File: src/hw/rtl/assert_macros.svh
// Assertion macros for the RTL files that carry checks; only the top level includes them.
// No dependencies; each macro compiles to nothing when SYNTHESIS is defined.
`ifndef ASSERT_MACROS_SVH
`define ASSERT_MACROS_SVH

`ifndef SYNTHESIS

`define ASSERT_IMPLIES(label, clk, rst_n, cond, prop) \
  label: assert property (@(posedge clk) disable iff (!rst_n) (cond) |-> (prop)) \
    else $error("same-cycle implication check failed");

`define ASSERT_NEXT(label, clk, rst_n, cond, prop) \
  label: assert property (@(posedge clk) disable iff (!rst_n) (cond) |=> (prop)) \
    else $error("next-cycle implication check failed");

`else

`define ASSERT_IMPLIES(label, clk, rst_n, cond, prop)

`define ASSERT_NEXT(label, clk, rst_n, cond, prop)

`endif

`endif

File: src/hw/rtl/crtc_pkg.sv
// Shared types and constants of the CRT timing controller.
// No dependencies; used by every module of the block.
package crtc_pkg;

  localparam int NUM_REGS  = 18;
  localparam int REG_IDX_W = $clog2(NUM_REGS);

  localparam logic [2:0] KIND_TICK     = 3'd0;
  localparam logic [2:0] KIND_WR_INDEX = 3'd1;
  localparam logic [2:0] KIND_WR_DATA  = 3'd2;
  localparam logic [2:0] KIND_RD_INDEX = 3'd3;
  localparam logic [2:0] KIND_RD_DATA  = 3'd4;

  localparam int R_HTOTAL     = 0;
  localparam int R_HDISP      = 1;
  localparam int R_HSYNC_POS  = 2;
  localparam int R_SYNC_WIDTH = 3;
  localparam int R_VTOTAL     = 4;
  localparam int R_VADJ       = 5;
  localparam int R_VDISP      = 6;
  localparam int R_VSYNC_POS  = 7;
  localparam int R_MAX_SCAN   = 9;
  localparam int R_CUR_START  = 10;
  localparam int R_CUR_END    = 11;
  localparam int R_START_HI   = 12;
  localparam int R_START_LO   = 13;
  localparam int R_CUR_HI     = 14;
  localparam int R_CUR_LO     = 15;

  localparam logic [7:0] WRITE_MASK [NUM_REGS] = '{
    8'hff, 8'hff, 8'hff, 8'h0f, 8'h7f, 8'h1f, 8'h7f, 8'h7f, 8'h03,
    8'h1f, 8'h7f, 8'h1f, 8'h3f, 8'hff, 8'h3f, 8'hff, 8'h00, 8'h00
  };

  localparam logic [7:0] READ_NONE = 8'hff;

  localparam logic [1:0] CUR_MODE_OFF  = 2'b01;
  localparam logic [1:0] CUR_MODE_SLOW = 2'b11;

  localparam int VSYNC_LINES = 16;

  typedef struct packed {
    logic [2:0] kind;
    logic [7:0] bus_data;
  } in_item_t;

  typedef struct packed {
    logic [7:0]  read_data;
    logic [15:0] mem_addr;
    logic [5:0]  scan_line;
    logic        display_on;
    logic        hsync_on;
    logic        vsync_on;
    logic        cursor_on;
  } out_item_t;

  // Counter and register view after one item has taken effect.
  typedef struct packed {
    logic [7:0]  column;
    logic [7:0]  row;
    logic [5:0]  line;
    logic [4:0]  frame;
    logic [7:0]  read_data;
    logic [7:0]  hdisp;
    logic [7:0]  hsync_pos;
    logic [3:0]  sync_width;
    logic [6:0]  vdisp;
    logic [6:0]  vsync_pos;
    logic [4:0]  max_scan;
    logic [6:0]  cur_start;
    logic [4:0]  cur_end;
    logic [15:0] start_addr;
    logic [15:0] cursor_addr;
  } snap_t;

  typedef struct packed {
    logic load_s1;
    logic load_s2;
    logic load_out;
  } pipe_ctrl_t;

endpackage

File: src/hw/rtl/crt_controller_timing_top.sv
// CRT timing controller top level: handshake control, counters and output pipeline.
// Depends on crtc_pkg, crtc_core, crtc_timing and assert_macros.svh.
`include "assert_macros.svh"

// The block takes one tick or bus access per clock while in_stall is low and
// returns one result for each. The counters and register file update in the
// cycle of the transfer, so a run of ticks advances one character per clock
// while the input is not stalled; the result then passes a snapshot register,
// a register after the two multipliers, and the output register.
// in_stall rises only when all three stages hold results that the output side
// has not taken.
module crt_controller_timing_top import crtc_pkg::*; (
  input  logic      clk,
  input  logic      rst_n,
  input  logic      in_valid,
  output logic      in_stall,
  input  in_item_t  in_data,
  output logic      out_valid,
  input  logic      out_stall,
  output out_item_t out_data
);

  logic       v1_r, v2_r, vo_r;
  logic       ready1, ready2, ready_o;
  logic       accept;
  snap_t      snap;
  pipe_ctrl_t ctrl;

  assign ready_o  = !vo_r || !out_stall;
  assign ready2   = !v2_r || ready_o;
  assign ready1   = !v1_r || ready2;
  assign in_stall = !ready1;
  assign accept   = in_valid && ready1;

  assign ctrl.load_s1  = ready1;
  assign ctrl.load_s2  = ready2;
  assign ctrl.load_out = ready_o;

  always_ff @(posedge clk) begin
    if (!rst_n) begin
      v1_r <= 1'b0;
      v2_r <= 1'b0;
      vo_r <= 1'b0;
    end else begin
      if (ready1) begin
        v1_r <= in_valid;
      end
      if (ready2) begin
        v2_r <= v1_r;
      end
      if (ready_o) begin
        vo_r <= v2_r;
      end
    end
  end

  crtc_core u_core (
    .clk    (clk),
    .rst_n  (rst_n),
    .accept (accept),
    .item   (in_data),
    .snap   (snap)
  );

  crtc_timing u_timing (
    .clk      (clk),
    .ctrl     (ctrl),
    .snap     (snap),
    .out_item (out_data)
  );

  assign out_valid = vo_r;

  `ASSERT_IMPLIES(a_empty_out_takes_input, clk, rst_n, !vo_r, !in_stall)
  `ASSERT_IMPLIES(a_stall_only_when_full, clk, rst_n, in_stall, v1_r && v2_r && vo_r)
  `ASSERT_NEXT(a_transfer_enters_stage1, clk, rst_n, in_valid && !in_stall, v1_r)
  `ASSERT_IMPLIES(a_cursor_needs_display, clk, rst_n, vo_r, !out_data.cursor_on || out_data.display_on)

endmodule

File: src/hw/rtl/crtc_core.sv
// Register file, index register and raster counters of the CRT controller.
// Depends on crtc_pkg; updates on every transfer and exposes the post-transfer view.
module crtc_core import crtc_pkg::*; (
  input  logic     clk,
  input  logic     rst_n,
  input  logic     accept,
  input  in_item_t item,
  output snap_t    snap
);

  logic [7:0] regs_r   [NUM_REGS];
  logic [7:0] regs_nxt [NUM_REGS];
  logic [7:0] index_r, index_nxt;
  logic [7:0] column_r, column_nxt;
  logic [7:0] row_r, row_nxt;
  logic [5:0] line_r, line_nxt;
  logic [4:0] frame_r, frame_nxt;
  logic [6:0] line_inc;
  logic [7:0] rd;
  logic                 idx_ok;
  logic [REG_IDX_W-1:0] idx;

  assign idx_ok = index_r < 8'(NUM_REGS);
  assign idx    = index_r[REG_IDX_W-1:0];

  always_comb begin
    regs_nxt   = regs_r;
    index_nxt  = index_r;
    column_nxt = column_r;
    row_nxt    = row_r;
    line_nxt   = line_r;
    frame_nxt  = frame_r;
    line_inc   = {1'b0, line_r} + 7'd1;
    rd         = '0;
    unique case (item.kind)
      KIND_TICK: begin
        if (column_r < regs_r[R_HTOTAL]) begin
          column_nxt = column_r + 8'd1;
        end else begin
          column_nxt = '0;
          if (row_r <= regs_r[R_VTOTAL] && {1'b0, line_inc} > regs_r[R_MAX_SCAN]) begin
            line_inc = '0;
            row_nxt  = row_r + 8'd1;
          end
          if (row_nxt > regs_r[R_VTOTAL] && {1'b0, line_inc} >= regs_r[R_VADJ]) begin
            line_inc  = '0;
            row_nxt   = '0;
            frame_nxt = frame_r + 5'd1;
          end
          line_nxt = line_inc[5:0];
        end
      end
      KIND_WR_INDEX: begin
        index_nxt = item.bus_data;
      end
      KIND_WR_DATA: begin
        if (idx_ok) begin
          regs_nxt[idx] = item.bus_data & WRITE_MASK[idx];
        end
      end
      KIND_RD_INDEX: begin
        rd = index_r;
      end
      KIND_RD_DATA: begin
        rd = (idx_ok && index_r >= 8'(R_START_HI)) ? regs_r[idx] : READ_NONE;
      end
      default: begin
      end
    endcase
  end

  always_ff @(posedge clk) begin
    if (!rst_n) begin
      for (int i = 0; i < NUM_REGS; i++) begin
        regs_r[i] <= '0;
      end
      index_r  <= '0;
      column_r <= '0;
      row_r    <= '0;
      line_r   <= '0;
      frame_r  <= '0;
    end else if (accept) begin
      regs_r   <= regs_nxt;
      index_r  <= index_nxt;
      column_r <= column_nxt;
      row_r    <= row_nxt;
      line_r   <= line_nxt;
      frame_r  <= frame_nxt;
    end
  end

  always_comb begin
    snap.column      = column_nxt;
    snap.row         = row_nxt;
    snap.line        = line_nxt;
    snap.frame       = frame_nxt;
    snap.read_data   = rd;
    snap.hdisp       = regs_nxt[R_HDISP];
    snap.hsync_pos   = regs_nxt[R_HSYNC_POS];
    snap.sync_width  = regs_nxt[R_SYNC_WIDTH][3:0];
    snap.vdisp       = regs_nxt[R_VDISP][6:0];
    snap.vsync_pos   = regs_nxt[R_VSYNC_POS][6:0];
    snap.max_scan    = regs_nxt[R_MAX_SCAN][4:0];
    snap.cur_start   = regs_nxt[R_CUR_START][6:0];
    snap.cur_end     = regs_nxt[R_CUR_END][4:0];
    snap.start_addr  = {regs_nxt[R_START_HI], regs_nxt[R_START_LO]};
    snap.cursor_addr = {regs_nxt[R_CUR_HI], regs_nxt[R_CUR_LO]};
  end

endmodule

File: src/hw/rtl/crtc_timing.sv
// Output pipeline of the CRT controller: snapshot, multiply and compare stages.
// Depends on crtc_pkg; stage loads come from the handshake control in the top level.
module crtc_timing import crtc_pkg::*; (
  input  logic       clk,
  input  pipe_ctrl_t ctrl,
  input  snap_t      snap,
  output out_item_t  out_item
);

  typedef struct packed {
    logic [15:0] row_prod;
    logic [15:0] base;
    logic [15:0] cursor_addr;
    logic [13:0] vprod;
    logic [5:0]  line;
    logic [7:0]  read_data;
    logic        display;
    logic        hsync;
    logic        vsync_ge;
    logic        line_ok;
    logic        blink;
  } s2_t;

  snap_t     s1_r;
  s2_t       s2_r, s2_nxt;
  out_item_t out_r, out_nxt;
  logic [7:0]  hsync_off;
  logic [7:0]  vrow;
  logic [14:0] vsum;

  always_comb begin
    hsync_off          = s1_r.column - s1_r.hsync_pos;
    vrow               = s1_r.row - {1'b0, s1_r.vsync_pos};
    s2_nxt.row_prod    = {8'b0, s1_r.row} * {8'b0, s1_r.hdisp};
    s2_nxt.base        = {8'b0, s1_r.column} + s1_r.start_addr;
    s2_nxt.cursor_addr = s1_r.cursor_addr;
    s2_nxt.vprod       = {6'b0, vrow} * {8'b0, {1'b0, s1_r.max_scan} + 6'd1};
    s2_nxt.line        = s1_r.line;
    s2_nxt.read_data   = s1_r.read_data;
    s2_nxt.display     = (s1_r.column < s1_r.hdisp) && (s1_r.row < {1'b0, s1_r.vdisp});
    s2_nxt.hsync       = (s1_r.column >= s1_r.hsync_pos) &&
                         (hsync_off < {4'b0, s1_r.sync_width});
    s2_nxt.vsync_ge    = s1_r.row >= {1'b0, s1_r.vsync_pos};
    s2_nxt.line_ok     = (s1_r.line >= {1'b0, s1_r.cur_start[4:0]}) &&
                         (s1_r.line <= {1'b0, s1_r.cur_end});
    unique case (s1_r.cur_start[6:5])
      CUR_MODE_OFF:  s2_nxt.blink = 1'b0;
      CUR_MODE_SLOW: s2_nxt.blink = !s1_r.frame[4];
      default:       s2_nxt.blink = !s1_r.frame[3];
    endcase
  end

  always_comb begin
    vsum               = {1'b0, s2_r.vprod} + {9'b0, s2_r.line};
    out_nxt.read_data  = s2_r.read_data;
    out_nxt.mem_addr   = s2_r.row_prod + s2_r.base;
    out_nxt.scan_line  = s2_r.line;
    out_nxt.display_on = s2_r.display;
    out_nxt.hsync_on   = s2_r.hsync;
    out_nxt.vsync_on   = s2_r.vsync_ge && (vsum < 15'(VSYNC_LINES));
    out_nxt.cursor_on  = s2_r.display && (out_nxt.mem_addr == s2_r.cursor_addr) &&
                         s2_r.line_ok && s2_r.blink;
  end

  always_ff @(posedge clk) begin
    if (ctrl.load_s1) begin
      s1_r <= snap;
    end
    if (ctrl.load_s2) begin
      s2_r <= s2_nxt;
    end
    if (ctrl.load_out) begin
      out_r <= out_nxt;
    end
  end

  assign out_item = out_r;

endmodule

File: config.mk
export PLATFORM = sky130hd
export DESIGN_NAME = crt_controller_timing_top
export DESIGN_NICKNAME = d
export VERILOG_FILES = /design/src/hw/rtl/crtc_pkg.sv /design/src/hw/rtl/crt_controller_timing_top.sv /design/src/hw/rtl/crtc_core.sv /design/src/hw/rtl/crtc_timing.sv
export VERILOG_INCLUDE_DIRS = /design/src /design/src/hw/rtl
export SDC_FILE = /design/constraint.sdc
export NUM_CORES = 1
export LEC_CHECK = 0
export BUFFER_PORTS_ARGS = -buffer_cell sky130_fd_sc_hd__buf_2
export CAP_MARGIN = 20
export CELL_PAD_IN_SITES_DETAIL_PLACEMENT = 1
export CELL_PAD_IN_SITES_GLOBAL_PLACEMENT = 2
export CORE_MARGIN = 4
export CORE_UTILIZATION = 42
export DETAILED_ROUTE_END_ITERATION = 7
export PLACE_DENSITY_LB_ADDON = 0.1
export SLEW_MARGIN = 5
export SYNTH_ARGS = -nofsm -noshare
export SYNTH_HDL_FRONTEND = slang
export SYNTH_SLANG_ARGS = --single-unit
export TNS_END_PERCENT = 30
File: constraint.sdc
create_clock -name clk -period 7.3 [get_ports clk]
set_clock_uncertainty 0.05 [all_clocks]
set_input_delay 0.365 -clock clk [delete_from_list [all_inputs] [get_ports clk]]
set_output_delay 0.365 -clock clk [all_outputs]
set_load 0.01 [all_outputs]
==> results.md, run 1 <==
- Worst Hold Path Cells: 3
- Post-Route Utilization: 47.5%
- X dimension of the die: 242 um
- Sequential area share after synthesis: 45.4%
- Total global routing track utilization: 21.9%
- Worst Hold Launch: out_stall
- Mapped Nets: 2480
- Sinks on Clock Net: 406
- CTS Buf Count: 47
- Number of cells on the worst reg-to-reg path: 17
- Worst R2R End: u_timing.s1_r[107]$_DFFE_PN_
- Clock edge transition at the registers on the reported setup and hold paths: 0.06 ns
- Global route total overflow: 0
- Most frequently used flop master after synthesis: edfxtp_1
- Fraction of final layout cells sized beyond drive strength 1: 10.7%
- Number of enable-type register cells in the synthesized netlist: 230
- Cell type with the largest total area after synthesis: edfxtp_1
- Vias in the first global route: 17.4k
- Area fraction of the dominant cell type after synthesis: 30.0%
- First-pass GRT wire length: 101 mm
- Source of the critical timing path: u_core.line_r[0]$_SDFFE_PN0P_
- Power density relative to cell area: 203 nW/um^2
- Total of buffers placed on input and output ports: 50
- Start of the worst register-to-register path: u_core.line_r[0]$_SDFFE_PN0P_
- Terminating pin of the worst hold path: out_valid$_SDFFE_PN0P_
- Unique masters post-synth: 79
- Max-cap violation count: 0
- Area of the placeable core: 54000 sq um
- Combinational cell fraction of total power: 5.0%
- Warnings, synthesis: 0
- First DRT Iteration DRCs: 900
- Number of endpoints with negative hold slack in the final report: 0
- Required arrival time at the worst endpoint: 7.56 ns
- FF+latch count, synth: 406
- Average wire per cell in the routed design: 21.4 um
- # DRC: 0
- Cell Count Post-Placement: 2906
- Post-CTS setup buffer count: 0
- Ranking of synthesized cells by area: edfxtp_1 30%, dfxtp_1 15%, ha_1 9.2%
- Post-DP HPWL: 46.6 mm
- Max_slew headroom: 27.9%
- Cells after synthesis: 2231
- Initial Utilization: 42.6%
- H-tree lvl count: 2
- Drt total wl: 64.1 mm
- Average instance area after synthesis: 10.3 sq um
- Net load switching power: 1210 uW
- Crit-path max FO: 18
- Clock tree from TritonCTS: built
- Placement row count: 85
- Number of max-slew violations in the final report: 0
- Bufs on Longest Clock Path: 3
- Arrival time reported for the critical path endpoint: 6.26 ns
- Leading cell type in the layout, fill and taps excluded: nor2_1
- Static leakage: 0.0109 uW
- Setup TNS: 0 ns
- Clk network pwr share: 47.3%
- Top library cells by usage in the layout, fill and taps aside: 234 x nor2_1, 230 x edfxtp_1, 202 x nand2_1
- Slew @ Worst Pin: 1.08 ns
- Peak supply drop: 0.133 mV
- Slack of the worst reg-to-reg path: 1.30 ns
- Number of iterations in the first detailed-routing pass: 5
- Initial antenna violation count: 4
- Die Ht: 242 um
- Hold Slack: 0.0563 ns
- Period minus WS final: 6.00 ns
- Antenna-violating nets left: 0
- Master cell of the clock root buffer: clkbuf_16
- Share of flip-flops with an asynchronous set or reset after synthesis: 0%
- Worst-Skew Late Latency: 0.59 ns
- Unrepaired setup endpoints after global routing: false
- Kind of path behind the tightest hold check: in2reg
- Synth-to-layout area growth: 11.5%
- Sort of element at the start of the critical path: flop
- Pin count of the biggest net entering global routing: 79
- Nets@finish: 2515
- Share of the cycle needed by the critical path after routing: 82.2%
- Top achievable clock speed: 167 MHz
- Setup violations, final: 0
- Final Instance Count excl. Fillers: 3001
- Routed vias/inst: 5.44
- Category of the worst setup path capture point: flop
- Result of the run: finished clean
- Number of top-level pins: 51
- Power Internal: 3990 uW
- Sequential fraction of design power: 47.8%
- Routability congestion estimate: 0.814
- Fraction of power spent switching nets: 23.3%
- Via total after detailed routing: 16.3k
- Mapped Area: 23000 sq um
- Class of the most critical setup path: reg2reg
- Total power after layout: 5200 uW
- Die outline area: 58600 sq um
- Antenna cells: 0
[stage by stage]
step                instance area (sq um)  setup slack [ns]
floorplan                           23000              1.23
global placement                    23900              1.50
detailed placement                  23900              1.33
CTS                                 25600              1.32
global route                        25600             0.940
finish                              25600              1.30
[power groups by stage]
stage / clock network, uW / registers, uW / logic, uW
after floorplan: 0 / 2530 / 156
after global placement: 0 / 2530 / 252
after detailed placement: 0 / 2530 / 257
after CTS: 2530 / 2490 / 262
after global routing: 2640 / 2490 / 284
final: 2460 / 2480 / 258
[kinds of logic (layout without fill, tap and decap cells)]
group / count (synthesis) / count (layout) / synth area share, %
buf+inv: 286 / 360 / 4.75
flops: 406 / 406 / 45.4
fa+ha+maj: 234 / 234 / 14.9
xor+xnor: 92 / 92 / 3.64
compound gates: 364 / 364 / 10.2
mux: 110 / 110 / 5.97
simple gates: 739 / 739 / 15.3
[worst max-delay path by stage]
| stage | slack (ns) | end | cells past startpoint |
|---|---|---|---|
| final | 1.30 | u_timing.s1_r[107]$_DFFE_PN_ | 17 |
| after global routing | 0.94 | u_timing.s1_r[107]$_DFFE_PN_ | 20 |
| after CTS | 1.32 | u_timing.s1_r[107]$_DFFE_PN_ | 17 |
| after detailed placement | 1.33 | u_timing.s1_r[107]$_DFFE_PN_ | 17 |
| after global placement | 1.50 | u_timing.s1_r[107]$_DFFE_PN_ | 20 |
| after floorplan | 1.23 | u_core.regs_r[58]$_SDFFE_PN0P_ | 9 |
[flip-flops by register name (all words and copies together) (netlist names)]
| register | flops |
|---|---|
| u_core.regs_r | 138 |
| u_timing.s1_r | 115 |
| u_timing.s2_r | 65 |
| u_timing.out_item | 34 |
| u_timing.out_nxt | 16 |
| u_core.column_r | 8 |
| u_core.index_r | 8 |
| u_core.row_r | 8 |
| u_core.line_r | 6 |
| u_core.frame_r | 5 |
| out_valid | 1 |
| v1_r | 1 |
| v2_r | 1 |
[timing repair]
action	4_1_cts	5_1_grt
gates resized for setup	0	0
hold endpoints to repair	7	0
endpoints found under the setup margin	0	0
hold buffers	7	0
[cell type report]
cell class                 count  area (sq um)
sequential                   406         10400
tap                          696           871
multi-input combinational   1539         11500
timing repair buffer          73           440
fill                        5903         28400
clock buffer                  67          1390
clock inverter                21           249
inverter                     199           749
[metal layers]
metal | wire length (um) | global-route usage [%] | up-vias
met1 | 30300 | 30.6 | 8186
met2 | 30600 | 36.5 | 243
met3 | 2080 | 3.00 | 74
met5 | 0 | 0 | -
met4 | 1140 | 4.66 | 0
li1 | - | - | 7834
[critical path, cell delays in order (launching register included)]
cell and delay, ns:
dfxtp_1 0.50, ha_1 0.29, nand3_1 0.18, xor2_1 0.31, inv_1 0.11, ha_1 0.31, o211ai_1 0.10, a21o_1 0.16
a21oi_1 0.16, buf_4 0.20, and2_1 0.55, nor2_1 0.14, ha_1 0.32, a2111oi_0 0.80, a221oi_4 0.30, nor2_2 0.49
a41oi_1 0.20, a31oi_1 0.54
[Yosys cell counts (6+ instances only)]
cell type  number
o21ai_0        51
a211oi_1        7
buf_2          15
and3_1         23
a22o_1         10
nand2b_1       26
o211ai_1       12
a22oi_1        10
o21a_1         12
mux2_1          9
xor2_1         37
mux4_2         16
nand3_1        47
mux2i_1        37
buf_1           9
o21bai_1        8
o22ai_1         6
nor2_1        234
clkbuf_1       63
nand4_1        23
or2_2          11
nor3_1         48
nor2b_1        27
o31ai_1         6
a21boi_0        8
a21o_1         33
a21oi_1       136
a41oi_1         8
a31oi_1        11
dfxtp_1       176
and2_1         52
xnor2_1        53
ha_1          169
mux2_2         48
o21ai_1        14
or3_1          10
inv_1         198
edfxtp_1      230
nand2_1       204
fa_1           65
(Power assumes the default switching activity.)
==> inputs of run 2 (changes only) <==
Settings changed: CORE_UTILIZATION 42 to 38.
Clock period 7.3 ns to 4.9 ns, I/O delays scaled along.
==> run 2 against run 1 <==
Net effect: the flow now finishes with violations (setup timing); via count is 2.1% higher; fmax increased by 14%; power increased by 51%; die area up 10%; design area is 4.9% higher; sequential cell count unchanged; wire length rose by 4.2%; sequential power is 49% higher; critical path type unchanged; critical endpoint is now u_timing.s2_r[32]$_DFFE_PP_; highest routed layer unchanged.
==> results.md, run 2 (synthesized netlist as in run 1, its figures left out) <==
- Worst Hold Launch: in_data[10] (was out_stall)
- Post-Route Utilization: 45.2% (was 47.5%)
- Pin count of the biggest net entering global routing: 78 (was 79)
- Master cell of the clock root buffer: clkbuf_16 (unchanged)
- Sinks on Clock Net: 406 (unchanged)
- Die outline area: 64500 sq um (was 58600 sq um)
- Worst path max stage delay: 0.50 ns (was 0.80 ns)
- Period minus WS final: 5.25 ns (was 6.00 ns)
- Top achievable clock speed: 190 MHz (was 167 MHz)
- Leading cell type in the layout, fill and taps excluded: nor2_1 (unchanged)
- Power density relative to cell area: 292 nW/um^2 (was 203 nW/um^2)
- Ordered cell list for the critical path: ha_4 > fa_2 > buf_4 > buf_4 > xnor2_2 > buf_4 > nand2b_1 > fa_1 > inv_1 > fa_1 > fa_1 > ha_1 > a21o_1 > a21oi_4 > o21bai_1 > a21oi_2 > o21bai_1 > a21oi_2 > nor4b_1 > or3_1 (was ha_1 > nand3_1 > xor2_1 > inv_1 > ha_1 > o211ai_1 > a21o_1 > a21oi_1 > buf_4 > and2_1 > nor2_1 > ha_1 > a2111oi_0 > a221oi_4 > nor2_2 > a41oi_1 > a31oi_1)
- Kind of path behind the tightest hold check: in2reg (unchanged)
- Worst-Skew Late Latency: 0.61 ns (was 0.59 ns)
- Placement row count: 89 (was 85)
- Arrival time reported for the critical path endpoint: 5.53 ns (was 6.26 ns)
- Setup TNS: -0.811 ns (was 0 ns)
- Start of the worst register-to-register path: u_timing.s1_r[49]$_DFFE_PN_ (was u_core.line_r[0]$_SDFFE_PN0P_)
- Clock edge transition at the registers on the reported setup and hold paths: 0.06 ns (about the same)
- Top library cells by usage in the layout, fill and taps aside: 231 x nor2_1, 230 x edfxtp_1, 200 x nand2_1 (was 234 x nor2_1, 230 x edfxtp_1, 202 x nand2_1)
- Slew @ Worst Pin: 1.10 ns (was 1.08 ns)
- Biggest regs: u_core.regs_r (138), u_timing.s1_r (115), u_timing.s2_r (65) (unchanged)
- Total global routing track utilization: 20.7% (was 21.9%)
- Crit path buf inv count: 4 (was 2)
- Violations in the final reports: setup timing
- Setup violations, final: 4 (was 0)
- X dimension of the die: 254 um (was 242 um)
- CTS Buf Count: 49 (was 47)
- Source of the critical timing path: u_timing.s1_r[49]$_DFFE_PN_ (was u_core.line_r[0]$_SDFFE_PN0P_)
- Area of the placeable core: 59500 sq um (was 54000 sq um)
- Result of the run: finished, violations left (was finished clean)
- Clock tree from TritonCTS: built (unchanged)
- Average wire per cell in the routed design: 21.0 um (was 21.4 um)
- Synth-to-layout area growth: 17.0% (was 11.5%)
- Initial Utilization: 38.7% (was 42.6%)
- Unrepaired setup endpoints after global routing: true (was false)
- Nets@finish: 2619 (was 2515)
- Fraction of final layout cells sized beyond drive strength 1: 16.8% (was 10.7%)
- Slowest cell on the critical path: fa_1 (was a2111oi_0)
- Largest reg by FF count: u_core.regs_r (unchanged)
- Drt total wl: 66.8 mm (was 64.1 mm)
- Crit-path max FO: 3 (was 18)
- Met2 track utilization from global routing: 34.9% (was 36.5%)
- Die Ht: 254 um (was 242 um)
- Number of top-level pins: 51 (unchanged)
- Number of cells on the worst reg-to-reg path: 20 (was 17)
- Routability congestion estimate: 0.818 (was 0.814)
- Number of flip-flops under the largest register name: 138 (unchanged)
- Antenna-violating nets left: 0 (unchanged)
- Static leakage: 0.0115 uW (was 0.0109 uW)
- Class of the most critical setup path: reg2reg (unchanged)
- H-tree lvl count: 2 (unchanged)
- Global route total overflow: 0 (unchanged)
- Number of max-slew violations in the final report: 0 (unchanged)
- End point of the critical path: u_timing.s2_r[32]$_DFFE_PP_ (was u_timing.s1_r[107]$_DFFE_PN_)
- Cell Area, Placed: 24600 sq um (was 23900 sq um)
- Share of the cycle needed by the critical path after routing: 107% (was 82.2%)
- Via total after detailed routing: 16.7k (was 16.3k)
- Initial antenna violation count: 2 (was 4)
- Required arrival time at the worst endpoint: 5.18 ns (was 7.56 ns)
- Post-DP HPWL: 48.4 mm (was 46.6 mm)
- First DRT Iteration DRCs: 759 (was 900)
- GRT busiest layer: met2 (unchanged)
- Final design instance area without fill: 26900 sq um (was 25600 sq um)
- Setup WS post-layout: -0.351 ns (was 1.30 ns)
- Number of iterations in the first detailed-routing pass: 5 (unchanged)
- Total power after layout: 7850 uW (was 5200 uW)
- # DRC: 0 (unchanged)
- Number of endpoints with negative hold slack in the final report: 0 (unchanged)
- Slack of the worst reg-to-reg path: -0.35 ns (was 1.30 ns)
- Peak supply drop: 0.245 mV (was 0.133 mV)
- Sort of element at the start of the critical path: flop (unchanged)
- Max-cap violation count: 0 (unchanged)
- Antenna cells: 0 (unchanged)
- Worst R2R End: u_timing.s2_r[32]$_DFFE_PP_ (was u_timing.s1_r[107]$_DFFE_PN_)
- Met1 Usage GRT: 28.6% (was 30.6%)
- Routed vias/inst: 5.24 (was 5.44)
- M3 GR Usage: 2.63% (was 3.00%)
- Bufs on Longest Clock Path: 3 (unchanged)
- Vias in the first global route: 17.5k (was 17.4k)
- Cell family with most CP delay: adder cells (was compound AO/OA/AOI/OAI gates)
- Total of buffers placed on input and output ports: 50 (unchanged)
- Max_slew headroom: 26.8% (was 27.9%)
- Number of stages on the worst setup path: 20 (was 17)
- First-pass GRT wire length: 104 mm (was 101 mm)
- Pre-CTS setup slack: -0.682 ns (was 1.33 ns)
- Category of the worst setup path capture point: flop (unchanged)
[run 2: changes by cell type in the layout (fill, tap and decap cells not counted), sizes merged, moves of 2 or more]
cell,delta
inv,-2
clkinv,+6
buf,+98
dlygate4sd3,+4
[run 2: power breakdown]
group | internal [uW] | switching [uW] | leakage, uW
clock | 2210 | 1530 | 0.000815
combinational | 140 | 258 | 0.00652
sequential | 3660 | 45.2 | 0.00420
total | 6010 | 1830 | 0.0115
[run 2: final cells by class]
| type | instances | area, sq um |
|---|---|---|
| Clock buffer | 66 | 1380 |
| Clock inverter | 25 | 278 |
| Fill cell | 6538 | 32600 |
| Inverter | 199 | 752 |
| Multi-Input combinational cell | 1539 | 11800 |
| Sequential cell | 406 | 10400 |
| Tap cell | 773 | 967 |
| Timing Repair Buffer | 175 | 1260 |
[run 2: routing by layer]
| metal | vias up | part of all wire, % |
|---|---|---|
| met3 | 95 | 2.8 |
| met5 | - | 0 |
| li1 | 8060 | - |
| met4 | 0 | 2.3 |
| met1 | 8302 | 47 |
| met2 | 217 | 48 |
[run 2: repair_timing]
action / in CTS / in global routing
endpoints found under the hold margin: 15 / 0
buffers inserted: 12 / 9
pin swaps: 25 / 31
hold buffers: 11 / 0
resized for setup: 34 / 47
setup endpoints to repair: 12 / 35
cloned: 0 / 0
[run 2: how the worst min path moves through the flow]
stage	to	slack (ns)	depth (start not counted)
global placement	u_timing.out_item[33]$_DFFE_PP_	0.35	0
finish	u_core.column_r[1]$_SDFFE_PN0P_	0.04	4
global route	u_core.column_r[1]$_SDFFE_PN0P_	0.05	4
CTS	u_core.column_r[1]$_SDFFE_PN0P_	0.008	4
detailed placement	u_timing.out_nxt[31]$_DFFE_PP_	0.36	0
floorplan	v1_r$_SDFFE_PN0N_	0.32	2
[run 2: per-stage QoR]
step	instances	hold WS [ns]
after detailed placement	3060	0.356
after CTS	3174	0.00799
after global placement	3060	0.350
after floorplan	2231	0.316
after global routing	3183	0.0472
final	3183	0.0398
[run 2: worst register-to-register path: cells and delay by family (launching register included)]
| kind | cells | cell delay, ns |
|---|---|---|
| adder cells (fa/ha/maj) | 6 | 2.38 |
| XOR/XNOR | 1 | 0.18 |
| buffers and inverters | 4 | 0.48 |
| flip-flops | 1 | 0.44 |
| AND/OR/NAND/NOR | 3 | 0.50 |
| AO/OA/AOI/OAI | 6 | 0.96 |
==> inputs of run 3 (changes only) <==
Settings changed: CORE_UTILIZATION 38 to 46.
Clock period 4.9 ns to 6.5 ns, I/O delays scaled along.
==> run 3 against run 2 <==
Net effect: worst setup slack better by 0.86 ns; non-clock buffer count down 96; sequential share of layout area up 1.8 points; critical path depth up 4; first-iteration DRC count up 21%; utilization up 7.0 points; design area down 4.6%; the flow now finishes without violations; die area down 17%; highest routed layer unchanged.
==> results.md, run 3 (synthesized netlist as in run 1, its figures left out) <==
- Unrepaired setup endpoints after global routing: false (was true)
- Number of endpoints with negative hold slack in the final report: 0 (unchanged)
- X dimension of the die: 232 um (was 254 um)
- Master cell of the clock root buffer: clkbuf_16 (unchanged)
- Peak supply drop: 0.230 mV (was 0.245 mV)
- Largest reg by FF count: u_core.regs_r (unchanged)
- Static leakage: 0.0110 uW (was 0.0115 uW)
- Fraction of final layout cells sized beyond drive strength 1: 10.9% (was 16.8%)
- Clock tree from TritonCTS: built (unchanged)
- Result of the run: finished clean (was finished, violations left)
- Number of max-slew violations in the final report: 0 (unchanged)
- Pin count of the biggest net entering global routing: 81 (was 78)
- First DRT Iteration DRCs: 922 (was 759)
- Max_slew headroom: 28.6% (was 26.8%)
- Initial antenna violation count: 5 (was 2)
- Source of the critical timing path: u_timing.s1_r[102]$_DFFE_PN_ (was u_timing.s1_r[49]$_DFFE_PN_)
- Share of the cycle needed by the critical path after routing: 92.2% (was 107%)
- Area of the placeable core: 49200 sq um (was 59500 sq um)
- Power density relative to cell area: 230 nW/um^2 (was 292 nW/um^2)
- Antenna cells: 0 (unchanged)
- Number of iterations in the first detailed-routing pass: 5 (unchanged)
- Die Ht: 232 um (was 254 um)
- Period minus WS final: 5.99 ns (was 5.25 ns)
- FF+latch area: 10400 sq um (about the same)
- Required arrival time at the worst endpoint: 6.77 ns (was 5.18 ns)
- Arrival time reported for the critical path endpoint: 6.26 ns (was 5.53 ns)
- Vias in the first global route: 17.8k (was 17.5k)
- Post-DP HPWL: 46.3 mm (was 48.4 mm)
- Bufs on Longest Clock Path: 3 (unchanged)
- Initial Utilization: 46.8% (was 38.7%)
- Leading cell type in the layout, fill and taps excluded: nor2_1 (unchanged)
- Worst Hold Launch: in_data[1] (was in_data[10])
- Top library cells by usage in the layout, fill and taps aside: 234 x nor2_1, 230 x edfxtp_1, 202 x nand2_1 (was 231 x nor2_1, 230 x edfxtp_1, 200 x nand2_1)
- Final design instance area without fill: 25700 sq um (was 26900 sq um)
- Start of the worst register-to-register path: u_timing.s1_r[102]$_DFFE_PN_ (was u_timing.s1_r[49]$_DFFE_PN_)
- Top achievable clock speed: 167 MHz (was 190 MHz)
- Setup TNS: 0 ns (was -0.811 ns)
- Placement row count: 81 (was 89)
- Drt total wl: 63.8 mm (was 66.8 mm)
- Number of top-level pins: 51 (unchanged)
- Biggest regs: u_core.regs_r (138), u_timing.s1_r (115), u_timing.s2_r (65) (unchanged)
- Antenna-violating nets left: 0 (unchanged)
- Sinks on Clock Net: 406 (unchanged)
- Max-cap violation count: 0 (unchanged)
- Synth-to-layout area growth: 11.6% (was 17.0%)
- Crit-path max FO: 7 (was 3)
- CTS Buf Count: 47 (was 49)
- Number of flip-flops under the largest register name: 138 (unchanged)
- FILL cells: 5385 (was 6538)
- Worst path max stage delay: 0.53 ns (was 0.50 ns)
- Cell Area, Placed: 23900 sq um (was 24600 sq um)
- Slew @ Worst Pin: 1.07 ns (was 1.10 ns)
- Total of buffers placed on input and output ports: 50 (unchanged)
- First-pass GRT wire length: 101 mm (was 104 mm)
- H-tree lvl count: 2 (unchanged)
- Slowest cell on the critical path: fa_1 (unchanged)
- Worst-Skew Late Latency: 0.60 ns (was 0.61 ns)
- Global route total overflow: 0 (unchanged)
- Total global routing track utilization: 24.1% (was 20.7%)
- Category of the worst setup path capture point: flop (unchanged)
- Ordered cell list for the critical path: inv_1 > ha_1 > fa_1 > inv_1 > a21oi_1 > o21bai_1 > nand2_1 > nand2_1 > a21o_1 > xnor2_1 > nor2_1 > fa_1 > fa_1 > inv_1 > fa_1 > inv_1 > ha_1 > a21oi_1 > o21bai_1 > a21oi_1 > o21bai_1 > a21oi_1 > nor4b_1 > or3_1 (was ha_4 > fa_2 > buf_4 > buf_4 > xnor2_2 > buf_4 > nand2b_1 > fa_1 > inv_1 > fa_1 > fa_1 > ha_1 > a21o_1 > a21oi_4 > o21bai_1 > a21oi_2 > o21bai_1 > a21oi_2 > nor4b_1 > or3_1)
- Class of the most critical setup path: reg2reg (unchanged)
- Kind of path behind the tightest hold check: in2reg (unchanged)
- Clock edge transition at the registers on the reported setup and hold paths: 0.06 ns (about the same)
- Total area of multi-input combinational cells: 11500 sq um (was 11800 sq um)
- Post-CTS setup buffer count: 0 (was 12)
- Average wire per cell in the routed design: 21.5 um (was 21.0 um)
- Sort of element at the start of the critical path: flop (unchanged)
- Nets@finish: 2521 (was 2619)
- Via total after detailed routing: 16.5k (was 16.7k)
- Routability congestion estimate: 0.830 (was 0.818)
- Die outline area: 53600 sq um (was 64500 sq um)
- Post-Route Utilization: 52.2% (was 45.2%)
- Setup violations, final: 0 (was 4)
- # DRC: 0 (unchanged)
- Routed vias/inst: 5.56 (was 5.24)
## run 3: cell types whose count changed in the layout (fill, tap and decap cells not counted), sizes merged
cell         delta
buf            -92
bufinv          +2
clkbuf          -2
clkinv          -7
clkinvlp        +2
dlygate4sd3     -4
inv             +1
## run 3: power breakdown
part | internal (uW) | switching, uW
Combinational | 99.4 | 192
Sequential | 2760 | 34.2
Clock | 1690 | 1120
## run 3: layout make-up
type / instances / area share [%]
Timing Repair Buffer: 79 / 1.95
Sequential cell: 406 / 40.6
Inverter: 199 / 2.92
Clock inverter: 23 / 1.23
Tap cell: 664 / 3.24
Multi-Input combinational cell: 1539 / 44.8
Clock buffer: 64 / 5.19
## run 3: final timing paths
check | cells after the start | slack (ns) | to
max | 24 | 0.51 | u_timing.s2_r[32]$_DFFE_PP_
min | 3 | 0.04 | u_core.regs_r[113]$_SDFFE_PN0P_
max reg2reg | 24 | 0.51 | u_timing.s2_r[32]$_DFFE_PP_
min reg2reg | 0 | 0.37 | u_timing.s2_r[33]$_DFFE_PP_
## run 3: metal layers
layer	part of all wire, %	GRT usage, %
met5	0	0
met2	48	41.6
met1	45	32.5
met4	2.3	5.83
met3	4.1	3.10
## run 3: timing repair
item / 4_1_cts / 5_1_grt
endpoints found under the hold margin: 7 / 0
hold buffers: 7 / 0
gates resized for setup: 0 / 0
## run 3: worst max-delay path: cells and delay by family (launching register included)
family / cells / cell delay [ns]
XOR/XNOR: 1 / 0.42
flip-flops: 1 / 0.43
adder cells (fa/ha/maj): 6 / 2.31
buffers and inverters: 4 / 0.40
AND/OR/NAND/NOR: 5 / 0.73
AO/OA/AOI/OAI: 8 / 1.40
## run 3: through the flow
step	std cells	total power (uW)	setup WS [ns]	hold WS, ns
floorplan	2231	3020	0.426	0.350
global placement	2877	3120	0.755	0.351
detailed placement	2878	3130	0.509	0.356
CTS	2972	5960	0.494	0.00882
global route	2974	6110	0.0958	0.0615
finish	2974	5890	0.507	0.0428
